<file path="src/design/da2d_pkg.sv">
// Package for the two-dimensional difference-array engine.
// Holds field widths, command and register codes, the sequencer states, the
// accumulator control struct shared with da2d_acc, and the pend_t struct.
package da2d_pkg;

  localparam int DATA_W    = 32;
  localparam int CMD_W     = 3;
  localparam int COORD_W   = 7;
  localparam int CFG_IDX_W = 2;
  localparam int CFG_W     = 7;

  localparam logic [CFG_IDX_W-1:0] REG_ROWS_IN_USE = 2'd0;
  localparam logic [CFG_IDX_W-1:0] REG_COLS_IN_USE = 2'd1;
  localparam logic [CFG_W-1:0]     REG_RESET_VALUE = 7'd64;

  localparam logic STATUS_DONE    = 1'b0;
  localparam logic STATUS_IGNORED = 1'b1;

  typedef enum logic [CMD_W-1:0] {
    CMD_LOAD    = 3'd0,
    CMD_CONVERT = 3'd1,
    CMD_ADD     = 3'd2,
    CMD_MERGE   = 3'd3,
    CMD_READ    = 3'd4
  } cmd_e;

  typedef enum logic [2:0] {
    ST_CLEAR,
    ST_IDLE,
    ST_READ,
    ST_LAST,
    ST_DONE
  } state_e;

  typedef struct packed {
    logic clr;
    logic add;
    logic neg;
  } acc_ctrl_t;

  typedef struct packed {
    logic valid;
    logic neg;
  } pend_t;

endpackage

</file>
<file path="src/design/da2d_acc.sv">
// Shared add/subtract accumulator: sums stencil terms or adds a bias to a cell.
// Depends on da2d_pkg for the control struct and data width.
module da2d_acc (
  input  logic                          clk_i,
  input  da2d_pkg::acc_ctrl_t           ctrl_i,
  input  logic [da2d_pkg::DATA_W-1:0]   operand_i,
  input  logic [da2d_pkg::DATA_W-1:0]   bias_i,
  output logic [da2d_pkg::DATA_W-1:0]   sum_o
);

  logic [da2d_pkg::DATA_W-1:0] acc_q;
  logic [da2d_pkg::DATA_W-1:0] acc_d;
  logic [da2d_pkg::DATA_W-1:0] contrib;

  always_comb begin
    if (!ctrl_i.add) begin
      contrib = '0;
    end else if (ctrl_i.neg) begin
      contrib = da2d_pkg::DATA_W'(0) - operand_i;
    end else begin
      contrib = operand_i;
    end
    acc_d = acc_q + contrib;
  end

  assign sum_o = acc_d + bias_i;

  always_ff @(posedge clk_i) begin
    if (ctrl_i.clr) begin
      acc_q <= '0;
    end else begin
      acc_q <= acc_d;
    end
  end

endmodule

</file>
<file path="config.mk">
export PLATFORM = sky130hd
export DESIGN_NAME = da2d_acc
export DESIGN_NICKNAME = d
export VERILOG_FILES = /design/src/design/da2d_pkg.sv /design/src/design/da2d_acc.sv
export SDC_FILE = /design/constraint.sdc
export NUM_CORES = 1
export LEC_CHECK = 0
export ABC_AREA = 0
export BUFFER_PORTS_ARGS = -buffer_cell sky130_fd_sc_hd__buf_2
export CORE_ASPECT_RATIO = 0.7
export CORE_MARGIN = 4
export CORE_UTILIZATION = 56
export CTS_BUF_LIST = sky130_fd_sc_hd__clkbuf_16
export CTS_CLUSTER_DIAMETER = 120
export CTS_CLUSTER_SIZE = 20
export DETAILED_ROUTE_END_ITERATION = 6
export PLACE_DENSITY = 0.86
export SLEW_MARGIN = 25
export SYNTH_ARGS = -nofsm -noshare
export SYNTH_HDL_FRONTEND = slang
export SYNTH_SLANG_ARGS = --single-unit
export TNS_END_PERCENT = 50
</file>
<file path="constraint.sdc">
create_clock -name clk_i -period 7 [get_ports clk_i]
set_input_delay 0.35 -clock clk_i [delete_from_list [all_inputs] [get_ports clk_i]]
set_output_delay 0.35 -clock clk_i [all_outputs]
set_load 0.005 [all_outputs]
</file>
# [Word-level counts from Yosys, hierarchy flattened]
# Index checks and enable logic that the tools add are counted.
[classes] add_sub_neg=3 multipliers=0 n_div=0 order_cmp=0 eq_ne=0 shift=0 n_mux=2 bitwise=0 reduce_logical=0
[ops] op="$add 32x32->32" n=2
[ops] op="$mux 32" n=2
[ops] op="$sub 1x32->32 const A" n=1
[word_totals] reg_bits=32 latchBits=0 ram_bits=0 romBits=0 input_bits=68 wordCells=6 n_memories=0

# [Longest topological paths before layout]
[depth] word_depth=5 ltp_mapped=27

# [Worst setup path after synthesis]
# OpenSTA, ideal clock, no wires.
[synth_timing] path_kind="input -> output" startpoint="input operand_i[5] (netlist name)" endpoint="output sum_o[30] (netlist name)" arrival_time_ps=5776 required_ps=6650 setup_slack_ps=874 path_stages=23 n_path_buf=0 cell_sequence="or3_4 > or4_2 > or4_1 > o31a_1 > xor2_1 > and2_1 > ha_1 > nand4_1 > nor2_1 > o2111ai_1 > a31o_2 > o21ai_0 > a21oi_1 > o21bai_1 > xor2_1 > ha_1 > a21o_1 > a21o_1 > or3_1 > a31o_2 > a31o_2 > a21oi_1 > xnor2_1"
[synth_via] elab_chain_cells=5
[synth_lines] item="start: declaration" line="da2d_acc.sv:6" source="input logic [da2d_pkg::DATA_W-1:0] operand_i,"
[synth_lines] item="$sub 1x32->32" line="da2d_acc.sv:19" source="contrib = da2d_pkg::DATA_W'(0) - operand_i;"
[synth_lines] item="$mux 32 (*)" line="da2d_acc.sv:18" source="end else if (ctrl_i.neg) begin"
[synth_lines] item="$mux 32 (*)" line="da2d_acc.sv:16" source="if (!ctrl_i.add) begin"
[synth_lines] item="$add 32x32->32 (*)" line="da2d_acc.sv:23" source="acc_d = acc_q + contrib;"
[synth_lines] item="named net acc_d, one bit" line="da2d_acc.sv:12" source="logic [da2d_pkg::DATA_W-1:0] acc_d;"
[synth_lines] item="$add 32x32->32 (*)" line="da2d_acc.sv:26" source="assign sum_o = acc_d + bias_i;"
[synth_lines] item="end: declaration" line="da2d_acc.sv:8" source="output logic [da2d_pkg::DATA_W-1:0] sum_o"
# The timed path passes the listed nets; every way through them passes the cells marked *.

# [Worst setup path in the final report]
[layout_timing] startpoint="input operand_i[3] (netlist name)" endpoint="output sum_o[30] (netlist name)"
# Same word-level chain as after synthesis.

==> flow_metrics.tcl <==
set metrics [dict create \
    outcome "complete, no violations" \
    crit_path_start_kind "input pin" \
    final-setup-viol-count 0 \
    cts-buffers-inserted 5 \
    maxCapViolations 0 \
    slew-limit-headroom_pct 53.7 \
    initial_utilization_pct 57.2 \
    grt-ovfl-total 0 \
    cts_tree "done" \
    p_leak_nw 2.69 \
    ys_seq_elements 32 \
    nFillCells 715 \
    yosysUniqueCellTypes 56 \
    grtUsageTotal_pct 25.6 \
    finalPower_w 0.00182 \
    seqCellArea_um2 641 \
    hold_viol 0 \
    synth_fp_nets 751 \
    avgSynthCellArea_um2 7.82 \
    syn_inst 618 \
    fmax_mhz 151 \
    worst_setup_path_end_kind "output port" \
    cts_root_buf "clkbuf_16" \
    die_w_um 119 \
    wl_mm 13.4 \
    ys_seq_area_share_pct 13.3 \
    synth_top_area_cell "ha_1" \
    synth_ff_type "dfxtp_1" \
    synth_edf_count 0 \
    drt-initial-drc-count 500 \
    yosys-top-cells-count "xnor2_1, ha_1, a21oi_1" \
    synth_top_area_share_pct 16.3 \
    num_io_pins 100 \
    coreArea_mm2 0.00844 \
    irDropWorstVdd_uv 136 \
    wire_per_inst_um 16.1 \
    portBuffers 99 \
    required_ns 6.65 \
    arrival_ns 6.27 \
    critical_path_class "input pin to output port" \
    row_count 28 \
    yosysMostFrequentCell "xnor2_1" \
    holdCritPathClass "input pin to flip-flop" \
    area_growth_pct 15.9 \
    slew_viol_final 0 \
    netlist_area_mm2 0.00483 \
    multiInputGateArea_mm2 0.00412 \
    layout-drive-gt1-share_pct 18.4 \
    ant_nets 0 \
    drt_pass1_iterations 5 \
    skew_ns 0.00498 \
    fp.dieArea_mm2 0.0102 \
    grt_antenna_before_repair 0 \
    grt_setup_unrepaired "no" \
    cp_max_fo 6 \
    power_per_cell_area_mw_per_mm2 325 \
    grt_max_degree 36 \
    vias_per_cell 5.94 \
    worstSkewPairLatency_ns 0.28 \
    first_global_vias 4665 \
    vias 4944 \
    hpwl_mm 10.9 \
    largest_reg_flops 32 \
    cts_buffer_depth 2 \
    fin_tns_setup_ns 0 \
    hold_buffers 0 \
    fin_util_pct 66.3 \
    largest_register "acc_q" \
    nNetsFinal 845 \
    clkSinkCount 32 \
    synth_area_leaders "ha_1, dfxtp_1, xnor2_1" \
    place_congestion 0.917 \
    period_share_pct 94.6 \
    route.detailed.drc 0 \
    ys_warn_count 0 \
    tightest_slew_ns 0.694 \
    htree_levels 2 \
    diodes 0 \
    grt_pass1_wl_mm 21.9 \
    clk_pin_slew_ns 0.05 \
    reg.largest.list "acc_q (32)" \
    post-route-min-period_ns 6.62 \
    async_flop_share_pct 0 \
    die_h_um 85.7 \
]
## cell usage in the layout (no fill, tap or decap), drive strengths merged, types with 3 or more instances in the layout
| cell type | n |
|---|---|
| a31o | 3 |
| nand2b | 7 |
| o211ai | 4 |
| clkinv | 3 |
| o41ai | 7 |
| and3 | 10 |
| inv | 12 |
| o21bai | 6 |
| buf | 101 |
| o31ai | 12 |
| nand4 | 7 |
| ha | 63 |
| nor2b | 35 |
| and2 | 33 |
| a211oi | 7 |
| nand3 | 15 |
| or3 | 9 |
| and4 | 3 |
| a21oi | 50 |
| xor2 | 22 |
| nor2 | 35 |
| nor3 | 11 |
| dfxtp | 32 |
| nand2 | 35 |
| mux2 | 3 |
| a21o | 30 |
| clkbuf | 5 |
| o21a | 10 |
| xnor2 | 65 |
| o21ai | 28 |
| nor4 | 4 |
| a31oi | 10 |
| a41oi | 4 |
| or4 | 4 |
## worst max-delay path, stage by stage
cell     delay (ns)
buf_2          0.13
or3_4          0.39
or4_2          0.69
or4_1          0.46
o31a_1         0.27
xor2_1         0.14
and2_1         0.17
ha_2           0.38
nand4_1        0.18
nor4_2         0.32
nand4_1        0.16
nand3_1        0.17
nand3_1        0.12
nand2_1        0.10
xnor2_1        0.15
ha_2           0.35
a21o_1         0.16
a21o_1         0.18
a21o_1         0.19
or3_1          0.30
a31o_2         0.24
a31o_2         0.24
a21oi_1        0.17
xnor2_1        0.13
buf_2          0.13
## final cells by class
| type | instances | area share [%] |
|---|---|---|
| Clock inverter | 3 | 0.246 |
| Tap cell | 120 | 2.68 |
| Sequential cell | 32 | 11.4 |
| Inverter | 12 | 0.804 |
| Clock buffer | 5 | 2.23 |
| Multi-Input combinational cell | 560 | 73.5 |
| Timing Repair Buffer | 101 | 9.11 |
## stage by stage
step | hold slack (ns) | setup WS (ns) | area (um^2) | cells
final | 0.580 | 0.376 | 5600 | 833
after global routing | 0.622 | 0.0206 | 5600 | 833
after CTS | 0.597 | 0.305 | 5580 | 833
after detailed placement | 0.604 | 0.378 | 5440 | 825
after global placement | 0.583 | 0.503 | 5440 | 825
after floorplan | 0.565 | 0.874 | 4830 | 618
## path summary, 6_finish.rpt
| path | from | end | slack, ns | cells past startpoint |
|---|---|---|---|---|
| worst min-delay path | operand_i[0] | acc_q[0] | 0.58 | 4 |
| worst max-delay path | operand_i[3] | sum_o[30] | 0.38 | 25 |
| worst min register to register | acc_q[0] | acc_q[0] | 0.60 | 2 |
| worst max register to register | acc_q[0] | acc_q[16] | 3.91 | 10 |
## power by group
| part | leakage [nW] | switching (W) | internal (W) |
|---|---|---|---|
| combinational | 2.36 | 0.000741 | 0.000626 |
| sequential | 0.265 | 0.0000167 | 0.000226 |
| clock | 0.0710 | 0.0000824 | 0.000129 |
| total | 2.69 | 0.000840 | 0.000982 |
## logic make-up (layout without fill, tap and decap cells)
| group | after synthesis | count (layout) | share of synthesized area (%) |
|---|---|---|---|
| multiplexers | 5 | 5 | 1.11 |
| AND/OR/NAND/NOR | 216 | 216 | 24.9 |
| AO/OA/AOI/OAI | 187 | 187 | 25.8 |
| adder cells (fa/ha/maj) | 65 | 65 | 17.1 |
| XOR/XNOR | 87 | 87 | 15.8 |
| flip-flops | 32 | 32 | 13.3 |
| buffers and inverters | 26 | 121 | 2.02 |
## what timing repair did
item                       CTS  global route
setup endpoints to repair    0             2
buffers inserted             0             0
resized for setup            0             6
## layer usage
metal / wire length, um / vias to the layer above / GRT usage [%]
li1: - / 2461 / -
met1: 6690 / 2254 / 38.1
met2: 5480 / 205 / 39.2
met3: 1070 / 24 / 4.09
met4: 158 / 0 / 4.52
met5: 0 / - / 0
No activity file was read; power rests on OpenSTA's default activity.
