`config.mk`:
```
export PLATFORM = sky130hd
export DESIGN_NAME = da2d_seq_flat
export DESIGN_NICKNAME = d
export VERILOG_FILES = /design/src/design/da2d_pkg.sv /design/src/design/da2d_if.sv /design/src/design/da2d_seq.sv /design/src/flat_wrapper.sv
export SDC_FILE = /design/constraint.sdc
export NUM_CORES = 1
export LEC_CHECK = 0
export BUFFER_PORTS_ARGS = -buffer_cell sky130_fd_sc_hd__buf_2
export CAP_MARGIN = 25
export CELL_PAD_IN_SITES_DETAIL_PLACEMENT = 1
export CELL_PAD_IN_SITES_GLOBAL_PLACEMENT = 1
export CORE_ASPECT_RATIO = 0.75
export CORE_UTILIZATION = 40
export CTS_BUF_LIST = sky130_fd_sc_hd__clkbuf_8
export CTS_CLUSTER_SIZE = 24
export DETAILED_ROUTE_END_ITERATION = 12
export GPL_TIMING_DRIVEN = 0
export PLACE_DENSITY_LB_ADDON = 0.1
export SYNTH_ARGS = -nofsm -noshare
export SYNTH_HDL_FRONTEND = slang
export SYNTH_SLANG_ARGS = --single-unit
```
`constraint.sdc`:
```
create_clock -name clk_i -period 6.8 [get_ports clk_i]
set_input_delay 0.68 -clock clk_i [delete_from_list [all_inputs] [get_ports clk_i]]
set_output_delay 0.68 -clock clk_i [all_outputs]
set_load 0.005 [all_outputs]
```
`src/design/da2d_pkg.sv`:
```
// Package for the two-dimensional difference-array engine.
// Holds field widths, command and register codes, the sequencer states, the
// accumulator control struct shared with da2d_acc, and the pend_t struct.
package da2d_pkg;

  localparam int DATA_W    = 32;
  localparam int CMD_W     = 3;
  localparam int COORD_W   = 7;
  localparam int CFG_IDX_W = 2;
  localparam int CFG_W     = 7;

  localparam logic [CFG_IDX_W-1:0] REG_ROWS_IN_USE = 2'd0;
  localparam logic [CFG_IDX_W-1:0] REG_COLS_IN_USE = 2'd1;
  localparam logic [CFG_W-1:0]     REG_RESET_VALUE = 7'd64;

  localparam logic STATUS_DONE    = 1'b0;
  localparam logic STATUS_IGNORED = 1'b1;

  typedef enum logic [CMD_W-1:0] {
    CMD_LOAD    = 3'd0,
    CMD_CONVERT = 3'd1,
    CMD_ADD     = 3'd2,
    CMD_MERGE   = 3'd3,
    CMD_READ    = 3'd4
  } cmd_e;

  typedef enum logic [2:0] {
    ST_CLEAR,
    ST_IDLE,
    ST_READ,
    ST_LAST,
    ST_DONE
  } state_e;

  typedef struct packed {
    logic clr;
    logic add;
    logic neg;
  } acc_ctrl_t;

  typedef struct packed {
    logic valid;
    logic neg;
  } pend_t;

endpackage

```
`src/design/da2d_if.sv`:
```
// Handshake interfaces for the command and result channels.
// Depends on da2d_pkg for the field widths.
interface da2d_cmd_if;
  logic                               valid;
  logic                               ready;
  logic [da2d_pkg::CMD_W-1:0]         command;
  logic [da2d_pkg::COORD_W-1:0]       row_first;
  logic [da2d_pkg::COORD_W-1:0]       col_first;
  logic [da2d_pkg::COORD_W-1:0]       row_last;
  logic [da2d_pkg::COORD_W-1:0]       col_last;
  logic signed [da2d_pkg::DATA_W-1:0] amount;

  modport source (
    output valid, command, row_first, col_first, row_last, col_last, amount,
    input  ready
  );
  modport sink (
    input  valid, command, row_first, col_first, row_last, col_last, amount,
    output ready
  );
endinterface

interface da2d_res_if;
  logic                               valid;
  logic                               ready;
  logic signed [da2d_pkg::DATA_W-1:0] cell_value;
  logic                               status;

  modport source (output valid, cell_value, status, input ready);
  modport sink (input valid, cell_value, status, output ready);
endinterface

```
`src/design/da2d_seq.sv`:
```
// Sequencer: configuration registers, command decode, grid walk, corner
// updates, clearing sweep and the result register. Depends on da2d_pkg and
// the channel interfaces; drives the grid RAM and the accumulator.
module da2d_seq #(
  parameter int MAX_ROWS = 64,
  parameter int MAX_COLS = 64,
  localparam int DEPTH = MAX_ROWS * MAX_COLS,
  localparam int AW = $clog2(DEPTH)
) (
  input  logic                                clk_i,
  input  logic                                rst_ni,
  input  logic                                cfg_we_i,
  input  logic [da2d_pkg::CFG_IDX_W-1:0]      cfg_idx_i,
  input  logic [da2d_pkg::CFG_W-1:0]          cfg_wdata_i,
  da2d_cmd_if.sink                            cmd_i,
  da2d_res_if.source                          res_o,
  output logic                                ram_we_o,
  output logic [AW-1:0]                       ram_waddr_o,
  output logic [da2d_pkg::DATA_W-1:0]         ram_wdata_o,
  output logic [AW-1:0]                       ram_raddr_o,
  input  logic [da2d_pkg::DATA_W-1:0]         ram_rdata_i,
  output da2d_pkg::acc_ctrl_t                 acc_ctrl_o,
  output logic [da2d_pkg::DATA_W-1:0]         acc_bias_o,
  input  logic [da2d_pkg::DATA_W-1:0]         acc_sum_i
);

  localparam int RCW = ($clog2(MAX_ROWS + 2) > 8) ? $clog2(MAX_ROWS + 2) : 8;
  localparam int CCW = ($clog2(MAX_COLS + 2) > 8) ? $clog2(MAX_COLS + 2) : 8;

  function automatic logic [AW-1:0] cell_addr(input logic [RCW-1:0] r,
                                              input logic [CCW-1:0] c);
    logic [AW-1:0] rr;
    logic [AW-1:0] cc;
    rr = AW'(r - 1'b1);
    cc = AW'(c - 1'b1);
    return rr * AW'(MAX_COLS) + cc;
  endfunction

  da2d_pkg::state_e              state_q, state_d;
  da2d_pkg::cmd_e                op_q, op_d;
  logic [AW-1:0]                 clr_q, clr_d;
  logic [da2d_pkg::CFG_W-1:0]    rows_q, cols_q;
  logic [1:0]                    term_q, term_d;
  logic [1:0]                    corner_q, corner_d;
  da2d_pkg::pend_t               pend_q, pend_d;
  logic [RCW-1:0]                row_q, row_d, r1_q, r1_d, r2p_q, r2p_d;
  logic [CCW-1:0]                col_q, col_d, c1_q, c1_d, c2p_q, c2p_d;
  logic [da2d_pkg::DATA_W-1:0]   amount_q, amount_d;
  logic [da2d_pkg::DATA_W-1:0]   res_value_q, res_value_d;
  logic                          res_status_q, res_status_d;

  logic [RCW-1:0] rows_ext, nr, in_r1, in_r2, tr, cr, rd_r, wr_r;
  logic [CCW-1:0] cols_ext, nc, in_c1, in_c2, tc, cc, rd_c, wr_c;
  logic           cell_ok, rect_ok, t_valid, t_neg, cneg, corner_use;
  logic           is_conv, walk_last;

  always_comb begin
    rows_ext = RCW'(rows_q);
    cols_ext = CCW'(cols_q);
    nr = (rows_ext > RCW'(MAX_ROWS)) ? RCW'(MAX_ROWS) : rows_ext;
    nc = (cols_ext > CCW'(MAX_COLS)) ? CCW'(MAX_COLS) : cols_ext;

    in_r1 = RCW'(cmd_i.row_first);
    in_r2 = RCW'(cmd_i.row_last);
    in_c1 = CCW'(cmd_i.col_first);
    in_c2 = CCW'(cmd_i.col_last);
    cell_ok = (in_r1 != '0) && (in_r1 <= RCW'(MAX_ROWS))
           && (in_c1 != '0) && (in_c1 <= CCW'(MAX_COLS));
    rect_ok = cell_ok && (in_r2 != '0) && (in_r2 <= RCW'(MAX_ROWS))
           && (in_c2 != '0) && (in_c2 <= CCW'(MAX_COLS))
           && (in_r1 <= in_r2) && (in_c1 <= in_c2);

    is_conv = (op_q == da2d_pkg::CMD_CONVERT);
    tr = term_q[0] ? row_q - 1'b1 : row_q;
    tc = term_q[1] ? col_q - 1'b1 : col_q;
    t_valid = (tr != '0) && (tc != '0);
    t_neg = is_conv ? (term_q[0] ^ term_q[1]) : (term_q == 2'd3);
    walk_last = is_conv ? ((row_q == RCW'(1)) && (col_q == CCW'(1)))
                        : ((row_q == nr) && (col_q == nc));

    case (corner_q)
      2'd0: begin
        cr = r1_q;
        cc = c1_q;
        cneg = 1'b0;
      end
      2'd1: begin
        cr = r1_q;
        cc = c2p_q;
        cneg = 1'b1;
      end
      2'd2: begin
        cr = r2p_q;
        cc = c1_q;
        cneg = 1'b1;
      end
      default: begin
        cr = r2p_q;
        cc = c2p_q;
        cneg = 1'b0;
      end
    endcase
    corner_use = (cr <= nr) && (cc <= nc);
  end

  always_comb begin
    state_d      = state_q;
    op_d         = op_q;
    clr_d        = clr_q;
    term_d       = term_q;
    corner_d     = corner_q;
    pend_d       = '0;
    row_d        = row_q;
    col_d        = col_q;
    r1_d         = r1_q;
    r2p_d        = r2p_q;
    c1_d         = c1_q;
    c2p_d        = c2p_q;
    amount_d     = amount_q;
    res_value_d  = res_value_q;
    res_status_d = res_status_q;
    ram_we_o     = 1'b0;
    ram_wdata_o  = acc_sum_i;
    wr_r         = row_q;
    wr_c         = col_q;
    rd_r         = tr;
    rd_c         = tc;
    acc_ctrl_o   = '0;
    acc_bias_o   = '0;

    case (state_q)
      da2d_pkg::ST_CLEAR: begin
        ram_we_o    = 1'b1;
        ram_wdata_o = '0;
        if (clr_q == AW'(DEPTH - 1)) begin
          state_d = da2d_pkg::ST_IDLE;
        end else begin
          clr_d = clr_q + 1'b1;
        end
      end
      da2d_pkg::ST_IDLE: begin
        if (cmd_i.valid) begin
          op_d         = da2d_pkg::cmd_e'(cmd_i.command);
          res_value_d  = '0;
          res_status_d = da2d_pkg::STATUS_DONE;
          state_d      = da2d_pkg::ST_DONE;
          term_d       = '0;
          corner_d     = '0;
          case (cmd_i.command)
            da2d_pkg::CMD_LOAD: begin
              if (cell_ok) begin
                ram_we_o    = 1'b1;
                wr_r        = in_r1;
                wr_c        = in_c1;
                ram_wdata_o = cmd_i.amount;
              end else begin
                res_status_d = da2d_pkg::STATUS_IGNORED;
              end
            end
            da2d_pkg::CMD_READ: begin
              rd_r = in_r1;
              rd_c = in_c1;
              if (cell_ok) begin
                state_d = da2d_pkg::ST_LAST;
              end else begin
                res_status_d = da2d_pkg::STATUS_IGNORED;
              end
            end
            da2d_pkg::CMD_ADD: begin
              if (rect_ok) begin
                r1_d     = in_r1;
                c1_d     = in_c1;
                r2p_d    = in_r2 + 1'b1;
                c2p_d    = in_c2 + 1'b1;
                amount_d = cmd_i.amount;
                state_d  = da2d_pkg::ST_READ;
              end else begin
                res_status_d = da2d_pkg::STATUS_IGNORED;
              end
            end
            da2d_pkg::CMD_CONVERT: begin
              if ((nr != '0) && (nc != '0)) begin
                row_d   = nr;
                col_d   = nc;
                state_d = da2d_pkg::ST_READ;
              end
            end
            da2d_pkg::CMD_MERGE: begin
              if ((nr != '0) && (nc != '0)) begin
                row_d   = RCW'(1);
                col_d   = CCW'(1);
                state_d = da2d_pkg::ST_READ;
              end
            end
            default: begin
              res_status_d = da2d_pkg::STATUS_IGNORED;
            end
          endcase
        end
      end
      da2d_pkg::ST_READ: begin
        if (op_q == da2d_pkg::CMD_ADD) begin
          rd_r = cr;
          rd_c = cc;
          if (corner_use) begin
            acc_ctrl_o.clr = 1'b1;
            pend_d         = '{valid: 1'b1, neg: 1'b0};
            state_d        = da2d_pkg::ST_LAST;
          end else if (corner_q == 2'd3) begin
            state_d = da2d_pkg::ST_DONE;
          end else begin
            corner_d = corner_q + 1'b1;
          end
        end else begin
          acc_ctrl_o.clr = (term_q == 2'd0);
          acc_ctrl_o.add = pend_q.valid;
          acc_ctrl_o.neg = pend_q.neg;
          pend_d         = '{valid: t_valid, neg: t_neg};
          if (term_q == 2'd3) begin
            state_d = da2d_pkg::ST_LAST;
          end else begin
            term_d = term_q + 1'b1;
          end
        end
      end
      da2d_pkg::ST_LAST: begin
        acc_ctrl_o.add = pend_q.valid;
        acc_ctrl_o.neg = pend_q.neg;
        case (op_q)
          da2d_pkg::CMD_READ: begin
            res_value_d = ram_rdata_i;
            state_d     = da2d_pkg::ST_DONE;
          end
          da2d_pkg::CMD_ADD: begin
            ram_we_o   = 1'b1;
            wr_r       = cr;
            wr_c       = cc;
            acc_bias_o = cneg ? da2d_pkg::DATA_W'(0) - amount_q : amount_q;
            if (corner_q == 2'd3) begin
              state_d = da2d_pkg::ST_DONE;
            end else begin
              corner_d = corner_q + 1'b1;
              state_d  = da2d_pkg::ST_READ;
            end
          end
          default: begin
            ram_we_o = 1'b1;
            term_d   = '0;
            if (walk_last) begin
              state_d = da2d_pkg::ST_DONE;
            end else begin
              state_d = da2d_pkg::ST_READ;
              if (is_conv) begin
                if (col_q == CCW'(1)) begin
                  col_d = nc;
                  row_d = row_q - 1'b1;
                end else begin
                  col_d = col_q - 1'b1;
                end
              end else begin
                if (col_q == nc) begin
                  col_d = CCW'(1);
                  row_d = row_q + 1'b1;
                end else begin
                  col_d = col_q + 1'b1;
                end
              end
            end
          end
        endcase
      end
      da2d_pkg::ST_DONE: begin
        if (res_o.ready) begin
          state_d = da2d_pkg::ST_IDLE;
        end
      end
      default: begin
        state_d = da2d_pkg::ST_IDLE;
      end
    endcase
  end

  assign ram_waddr_o = (state_q == da2d_pkg::ST_CLEAR) ? clr_q : cell_addr(wr_r, wr_c);
  assign ram_raddr_o = cell_addr(rd_r, rd_c);

  assign cmd_i.ready      = (state_q == da2d_pkg::ST_IDLE);
  assign res_o.valid      = (state_q == da2d_pkg::ST_DONE);
  assign res_o.cell_value = res_value_q;
  assign res_o.status     = res_status_q;

  always_ff @(posedge clk_i or negedge rst_ni) begin
    if (!rst_ni) begin
      state_q  <= da2d_pkg::ST_CLEAR;
      op_q     <= da2d_pkg::CMD_LOAD;
      clr_q    <= '0;
      term_q   <= '0;
      corner_q <= '0;
      pend_q   <= '0;
      rows_q   <= da2d_pkg::REG_RESET_VALUE;
      cols_q   <= da2d_pkg::REG_RESET_VALUE;
    end else begin
      state_q  <= state_d;
      op_q     <= op_d;
      clr_q    <= clr_d;
      term_q   <= term_d;
      corner_q <= corner_d;
      pend_q   <= pend_d;
      if (cfg_we_i) begin
        case (cfg_idx_i)
          da2d_pkg::REG_ROWS_IN_USE: rows_q <= cfg_wdata_i;
          da2d_pkg::REG_COLS_IN_USE: cols_q <= cfg_wdata_i;
          default: begin
          end
        endcase
      end
    end
  end

  always_ff @(posedge clk_i) begin
    row_q        <= row_d;
    col_q        <= col_d;
    r1_q         <= r1_d;
    r2p_q        <= r2p_d;
    c1_q         <= c1_d;
    c2p_q        <= c2p_d;
    amount_q     <= amount_d;
    res_value_q  <= res_value_d;
    res_status_q <= res_status_d;
  end

endmodule

```
`src/flat_wrapper.sv`:
```
// flat-port wrapper written by rule: the top's interface ports become plain ports
module da2d_seq_flat 
#(
  parameter int MAX_ROWS = 64,
  parameter int MAX_COLS = 64,
  localparam int DEPTH = MAX_ROWS * MAX_COLS,
  localparam int AW = $clog2(DEPTH)
)
  (clk_i, rst_ni, cfg_we_i, cfg_idx_i, cfg_wdata_i, ram_we_o, ram_waddr_o, ram_wdata_o, ram_raddr_o, ram_rdata_i, acc_ctrl_o, acc_bias_o, acc_sum_i, cmd_i_valid, cmd_i_command, cmd_i_row_first, cmd_i_col_first, cmd_i_row_last, cmd_i_col_last, cmd_i_amount, cmd_i_ready, res_o_valid, res_o_cell_value, res_o_status, res_o_ready);
  da2d_cmd_if cmd_i_i ();
  da2d_res_if res_o_i ();
  input  logic clk_i;
  input  logic rst_ni;
  input  logic cfg_we_i;
  input  logic [da2d_pkg::CFG_IDX_W-1:0] cfg_idx_i;
  input  logic [da2d_pkg::CFG_W-1:0] cfg_wdata_i;
  output logic ram_we_o;
  output logic [AW-1:0] ram_waddr_o;
  output logic [da2d_pkg::DATA_W-1:0] ram_wdata_o;
  output logic [AW-1:0] ram_raddr_o;
  input  logic [da2d_pkg::DATA_W-1:0] ram_rdata_i;
  output da2d_pkg::acc_ctrl_t acc_ctrl_o;
  output logic [da2d_pkg::DATA_W-1:0] acc_bias_o;
  input  logic [da2d_pkg::DATA_W-1:0] acc_sum_i;
  input wire logic [$bits(cmd_i_i.valid)-1:0] cmd_i_valid;
  input wire logic [$bits(cmd_i_i.command)-1:0] cmd_i_command;
  input wire logic [$bits(cmd_i_i.row_first)-1:0] cmd_i_row_first;
  input wire logic [$bits(cmd_i_i.col_first)-1:0] cmd_i_col_first;
  input wire logic [$bits(cmd_i_i.row_last)-1:0] cmd_i_row_last;
  input wire logic [$bits(cmd_i_i.col_last)-1:0] cmd_i_col_last;
  input wire logic [$bits(cmd_i_i.amount)-1:0] cmd_i_amount;
  output wire logic [$bits(cmd_i_i.ready)-1:0] cmd_i_ready;
  output wire logic [$bits(res_o_i.valid)-1:0] res_o_valid;
  output wire logic [$bits(res_o_i.cell_value)-1:0] res_o_cell_value;
  output wire logic [$bits(res_o_i.status)-1:0] res_o_status;
  input wire logic [$bits(res_o_i.ready)-1:0] res_o_ready;
  assign cmd_i_i.valid = cmd_i_valid;
  assign cmd_i_i.command = cmd_i_command;
  assign cmd_i_i.row_first = cmd_i_row_first;
  assign cmd_i_i.col_first = cmd_i_col_first;
  assign cmd_i_i.row_last = cmd_i_row_last;
  assign cmd_i_i.col_last = cmd_i_col_last;
  assign cmd_i_i.amount = cmd_i_amount;
  assign cmd_i_ready = cmd_i_i.ready;
  assign res_o_valid = res_o_i.valid;
  assign res_o_cell_value = res_o_i.cell_value;
  assign res_o_status = res_o_i.status;
  assign res_o_i.ready = res_o_ready;
  da2d_seq #(.MAX_ROWS(MAX_ROWS), .MAX_COLS(MAX_COLS)) u_core (.clk_i(clk_i), .rst_ni(rst_ni), .cfg_we_i(cfg_we_i), .cfg_idx_i(cfg_idx_i), .cfg_wdata_i(cfg_wdata_i), .cmd_i(cmd_i_i), .res_o(res_o_i), .ram_we_o(ram_we_o), .ram_waddr_o(ram_waddr_o), .ram_wdata_o(ram_wdata_o), .ram_raddr_o(ram_raddr_o), .ram_rdata_i(ram_rdata_i), .acc_ctrl_o(acc_ctrl_o), .acc_bias_o(acc_bias_o), .acc_sum_i(acc_sum_i));
endmodule
```
Yosys cells after proc, flatten, opt, wreduce, memory -nomap -nowiden
Cells that the tools add are included.
- register bits: 149
- bits of input ports: 141
- output and inout port bits: 127
- word-level logic and storage cells: 229
- add/sub/neg operators: 16
- $lt $le $gt $ge: 10
- equal/unequal tests: 39
- multiplexer cells: 98
- bitwise operators: 2
- reductions and logical operators: 46
- operator list (operator ; count):
    32-bit two-way mux ; 8
    8-bit two-way mux ; 26
    32-bit one-hot mux with 2 select lines ; 2
    8-bit one-hot mux with 2 select lines ; 6
    6-bit two-way mux ; 7
    3-bit two-way mux ; 12
    8-bit nonzero test ; 4
    1-bit by 32-bit subtractor with 32-bit output (first input constant) ; 1
    7-bit less-or-equal comparator (second input constant) ; 4
    7-bit nonzero test ; 4
    12-bit adder ; 2
    2-bit two-way mux ; 12
    6-bit one-hot mux with 2 select lines ; 2
    8-bit by 1-bit subtractor with 9-bit output (second input constant) ; 2
    7-bit by 1-bit adder with 8-bit output (second input constant) ; 2
    8-bit by 1-bit adder with 8-bit output (second input constant) ; 2
    8-bit by 1-bit equality test with 1-bit output (second input constant) ; 2
    8-bit by 1-bit subtractor with 8-bit output (second input constant) ; 2
    3-bit by 2-bit equality test with 1-bit output (second input constant) ; 5
    3-bit one-hot mux with 5 select lines ; 1
    5-bit AND reduction ; 3
    7-bit > comparator (second input constant) ; 2
    7-bit less-or-equal comparator ; 2
    1-bit logical AND ; 14
    other kinds (38) ; 84

Depth between registers and ports, before layout
- word-level depth: 14
- gate-level depth with buffers: 22
- mapped depth without buffers: 21

Least setup slack after synthesis
Ideal clock, no wire load.
- path kind: input to register
- start: in cmd_i_col_first[2]
- end: reg u_core.amount_q[0] in the netlist's numbering, enable pin
- library setup time: 0.571 ns
- data arrival time: 6.767 ns
- data required time: 6.229 ns
- slack: -0.538 ns
- stages on the path: 7
- buffers on the path: 1
- path through: or4_4 -> o31ai_4 -> and4_1 -> buf_6 -> nand3_1 -> nor4_1 -> nor3b_1
- longest elaborated chain between the ends: 10
- elaborated cells on any way between the ends: 12
- classes of those cells: order compare (2); reduce/logical (10)
- RTL lines (element ; line ; source):
    start, declared ; flat_wrapper.sv:28 ; input wire logic [$bits(cmd_i_i.col_first)-1:0] cmd_i_col_first;
    parallel branches: the longest is 8 deep, another holds 7-bit less-or-equal comparator ; - ;
    1-bit logical AND * ; da2d_seq.sv:71 ; && (in_r1 <= in_r2) && (in_c1 <= in_c2);
    4-bit AND reduction (no line) * ; - ;
    end signal, assigned ; da2d_seq.sv:326 ; amount_q <= amount_d;
    end, declared ; da2d_seq.sv:48 ; logic [da2d_pkg::DATA_W-1:0] amount_q, amount_d;
Every way passes the cells marked *.
A chain may end at the register's enable or synchronous reset.

Worst setup path after layout
- start: reg u_core.state_q[1]
- end: out ram_waddr_o[11]
- longest elaborated chain between the ends: 5
- elaborated cells on any way between the ends: 9
- classes of those cells: add/sub (3); eq/ne (2); mux (3); reduce/logical (1)
- RTL lines (element ; line ; source):
    start, declared ; da2d_seq.sv:39 ; da2d_pkg::state_e state_q, state_d;
    start signal, assigned ; da2d_seq.sv:293 ; state_q <= da2d_pkg::ST_CLEAR;
    start signal, assigned ; da2d_seq.sv:302 ; state_q <= state_d;
    3-bit by 2-bit equality test with 1-bit output or 3-bit by 1-bit equality test with 1-bit output (tied branches) ; da2d_seq.sv:131 ; case (state_q)
    8-bit one-hot mux with 2 select lines or 6-bit one-hot mux with 2 select lines (tied branches) ; da2d_seq.sv:131 ;
    8-bit by 1-bit subtractor with 9-bit output or 6-bit by 1-bit subtractor with 6-bit output (tied branches) ; da2d_seq.sv:35, da2d_seq.sv:34 ;
    12-bit adder ; da2d_seq.sv:36 ; return rr * AW'(MAX_COLS) + cc;
    12-bit two-way mux * ; da2d_seq.sv:283 ; assign ram_waddr_o = (state_q == da2d_pkg::ST_CLEAR) ? clr_q : cell_addr(wr_r, wr_c);
    end, declared ; flat_wrapper.sv:18 ; output logic [AW-1:0] ram_waddr_o;
Mark *: on every way between the ends. The rest lies on a longest branch, timed or not.

==> run_results.csv <==
group,metric,value,unit
cts,cts_root_buf,"clkbuf_8",
logic_synthesis,yosysUniqueCellTypes,85,
place,dp.final_hpwl,32100,um
routing,drtAntennaViolNets,0,
sta,finalSetupViolCount,0,
routing,vias,10800,
logic_synthesis,yosys.area.top_type,"edfxtp_1",
sta,fmax,153.1,MHz
die,coreArea,27130,um2
worst_setup_path,start_kind,"register",
cells_and_area,drive_gt1_frac,0.2422,
cts,clockBufferDepth,2,
die,die_w,194.5,um
cts,clk_latency,0.49,ns
sta,maxSlewHeadroom,0.2559,
power_and_ir_drop,leakage,5.660,nW
logic_synthesis,synth-edff-count,111,
logic_synthesis,yosys_register_bits,149,
run_status,outcome,"completed",
routing,via_per_inst,5.731,
place,port_buffers,266,
sta,rsz0062_at_grt,"false",
logic_synthesis,synth_top_cell_area_share,0.2998,
sta,finalCriticalPeriod,6.532,ns
cells_and_area,instances_no_fill,1884,
sta,fin_skew,0.02009,ns
worst_setup_path,endpoint_kind,"output pin",
cells_and_area,syn_to_final_growth,20.79,%
cells_and_area,final_common_cell,"buf_2",
logic_synthesis,synthTopCellsByArea,"edfxtp_1 (30%), dfrtp_1 (8.1%), ha_1 (6.8%), nand2_1 (5.1%), xnor2_1 (4.7%)",
worst_setup_path,required,6.12,ns
power_and_ir_drop,cellPowerDensity,343.3,nW/um2
logic_synthesis,yosys_warnings,0,
cts,cts.sinks,149,
place,gp_congestion,0.9527,
logic_synthesis,syn-instance-count,1228,
die,num_rows,52,
logic_synthesis,seq_area_frac_synth,0.3855,
die,chipHeight,146.4,um
sta,worstMarginPinSlew,1.106,ns
worst_setup_path,cp_cell_sequence,"clkbuf_1 -> nand2_1 -> nor2_2 -> nor2_1 -> a221oi_2 -> ha_1 -> o21a_1 -> o211ai_1 -> nand4bb_4 -> or3_4 -> inv_1 -> ha_1 -> a21oi_1 -> o21bai_1 -> a21oi_1 -> xor2_1 -> nand4_1 -> a211oi_2 -> and3b_1 -> buf_2",
cts,numCtsBuffers,17,
routing,wl,40240,um
sta,finalHoldViolations,0,
logic_synthesis,synth_flop_cell,"edfxtp_1",
grt,overflow,0,
grt,grt_pass1_wl,61760,um
grt,grt.total_usage,0.2825,
routing,dr.pass1.iters,5,
worst_setup_path,slowest_delay,0.48,ns
grt,grt_max_degree,39,
sta,drv_slew,0,
routing,drc_errors,0,
grt,antenna_found_initial,1,
cts,cts_max_level,4,
cells_and_area,nets,1722,
place,dp.cells,1850,
logic_synthesis,avgSynthCellArea,9.055,um2
sta,setup_tns,0,ns
logic_synthesis,syn_area,11120,um2
die,start_util,0.4098,
cells_and_area,final_cell_mix,"buf_2 (269), nand2_1 (150), nor2_1 (111), edfxtp_1 (111), o21ai_0 (72)",
sta,finalCritPeriodShare,0.9606,
die,dieArea,28480,um2
run,cap_violations,0,
min_path,holdCritPathClass,"input pin to register",
power_and_ir_drop,ir_drop,0.1787,mV
worst_setup_path,worstPathArrival,5.85,ns
worst_setup_path,critical_path_class,"register to output pin",
logic_synthesis,syn_nets,1431,
routing,wl_per_cell,21.36,um
routing,initialDrtViolationCount,736,
grt,grt_pass1_vias,10650,
logic_synthesis,synthArstFlopShare,0.2550,
cts,cts_tree,"done",
worst_setup_path,cp_slowest_cell,"a221oi_2",
cts,path_clk_slew,0.10,ns
worst_setup_path,path_max_fanout,10,
die,io_pins,268,
## Yosys cell counts, types with 6 or more instances
| cell type | number |
|---|---|
| o21a_1 | 15 |
| nand4_1 | 14 |
| inv_1 | 58 |
| nand2_1 | 151 |
| nand3_1 | 34 |
| a221oi_1 | 11 |
| a21oi_1 | 43 |
| clkbuf_1 | 58 |
| nand2b_1 | 10 |
| o22ai_1 | 19 |
| a31oi_1 | 8 |
| nor3_1 | 28 |
| mux2_2 | 22 |
| nor2_1 | 114 |
| nor2b_1 | 12 |
| nor3b_1 | 7 |
| a211oi_1 | 7 |
| and3_1 | 43 |
| mux2i_1 | 18 |
| xor2_1 | 55 |
| dfrtp_1 | 36 |
| or4_1 | 13 |
| xnor2_1 | 60 |
| edfxtp_1 | 111 |
| nor4_1 | 13 |
| o21ai_0 | 73 |
| nand3b_1 | 6 |
| o31ai_1 | 15 |
| ha_1 | 60 |
## what timing repair did
| item | in CTS | in global routing |
|---|---|---|
| setup endpoints to repair | 1 | 2 |
| buffers inserted | 0 | 0 |
| endpoints found under the hold margin | 0 | 1 |
| hold buffers | 0 | 1 |
| resized for setup | 4 | 7 |
## path summary, 6_finish.rpt
| path | start | endpoint | slack, ns | cells after the start |
|---|---|---|---|---|
| max in group asynchronous | rst_ni | u_core.cols_q[6]$_DFFE_PN1P_ | 5.83 | 3 |
| hold reg to reg | u_core.clr_q[8]$_DFFE_PN0P_ | u_core.clr_q[8]$_DFFE_PN0P_ | 0.51 | 1 |
| hold / removal | cmd_i_amount[29] | u_core.amount_q[29]$_DFFE_PP_ | 0.38 | 1 |
| min in group asynchronous | rst_ni | u_core.op_q[0]$_DFFE_PN0P_ | 0.52 | 2 |
| setup reg to reg | u_core.corner_q[0]$_DFFE_PN0P_ | u_core.corner_q[0]$_DFFE_PN0P_ | 2.52 | 15 |
| setup / recovery | u_core.state_q[1]$_DFFE_PN0P_ | ram_waddr_o[11] | 0.27 | 20 |
## routing by layer
metal	track usage	vias to the layer above	wire length, um
met5	0	-	0
met4	0.06984	0	610
met3	0.05036	50	2977
met2	0.4138	416	16970
met1	0.4260	5296	19680
li1	-	5036	-
## flip-flops by register name, indices dropped and copies added (netlist names), 2 cells and up
| name | count |
|---|---|
| u_core.amount_q | 32 |
| u_core.clr_q | 12 |
| u_core.r1_q | 7 |
| u_core.col_q | 8 |
| u_core.op_q | 3 |
| u_core.rows_q | 7 |
| u_core.corner_q | 2 |
| u_core.r2p_q | 8 |
| u_core.state_q | 3 |
| u_core.term_q | 2 |
| u_core.res_o.cell_value | 32 |
| u_core.cols_q | 7 |
| u_core.pend_q | 2 |
| u_core.c1_q | 7 |
| u_core.row_q | 8 |
| u_core.c2p_q | 8 |
## final cells by class
type | instances | area, um2
Tap cell | 351 | 439.2
Timing Repair Buffer | 274 | 1449
Clock inverter | 15 | 122.6
Clock buffer | 17 | 234.0
Fill cell | 3235 | 13700
Buffer | 63 | 251.5
Inverter | 64 | 240.2
Sequential cell | 149 | 4287
Multi-Input combinational cell | 950 | 6406
Antenna cell | 1 | 2.502
## per-stage QoR
stage                     instance area (um2)    util  hold WS [ns]  total power [mW]  worst slack, ns
after global placement                  12890  0.4753        0.4988             3.847          -0.3346
final                                   13430  0.4951        0.3755             4.611           0.2681
after floorplan                         11120       -        0.3844             2.899            1.268
after detailed placement                13000  0.4792        0.4879             3.916          0.08755
after global routing                    13430  0.4950        0.3539             4.937          0.03191
after CTS                               13370  0.4926        0.3301             4.607          0.03243
## where the power goes
part,switching [mW],internal (mW),total [mW]
combinational,1.66,1.05,2.71
sequential,0.104,1.13,1.23
clock,0.404,0.263,0.667
total,2.17,2.44,4.61
## worst max-delay path, delay by kind of cell (launching register included)
| kind | cells | cell delay (ns) |
|---|---|---|
| adders and majority gates | 2 | 0.59 |
| and+or+nand+nor | 7 | 1.92 |
| buffers and inverters | 3 | 0.66 |
| xor gates and xnor gates | 1 | 0.21 |
| DFF | 1 | 0.47 |
| AOI/OAI and AO/OA | 7 | 1.51 |
## kinds of logic after synthesis
| group | after synthesis | synth area share |
|---|---|---|
| AOI/OAI and AO/OA | 253 | 0.1517 |
| DFF | 149 | 0.3855 |
| buffers and inverters | 129 | 0.04478 |
| and+or+nand+nor | 480 | 0.2178 |
| muxes | 40 | 0.03848 |
| xor gates and xnor gates | 115 | 0.09058 |
| adders and majority gates | 62 | 0.07112 |
No activity file was read; power rests on OpenSTA's default activity.
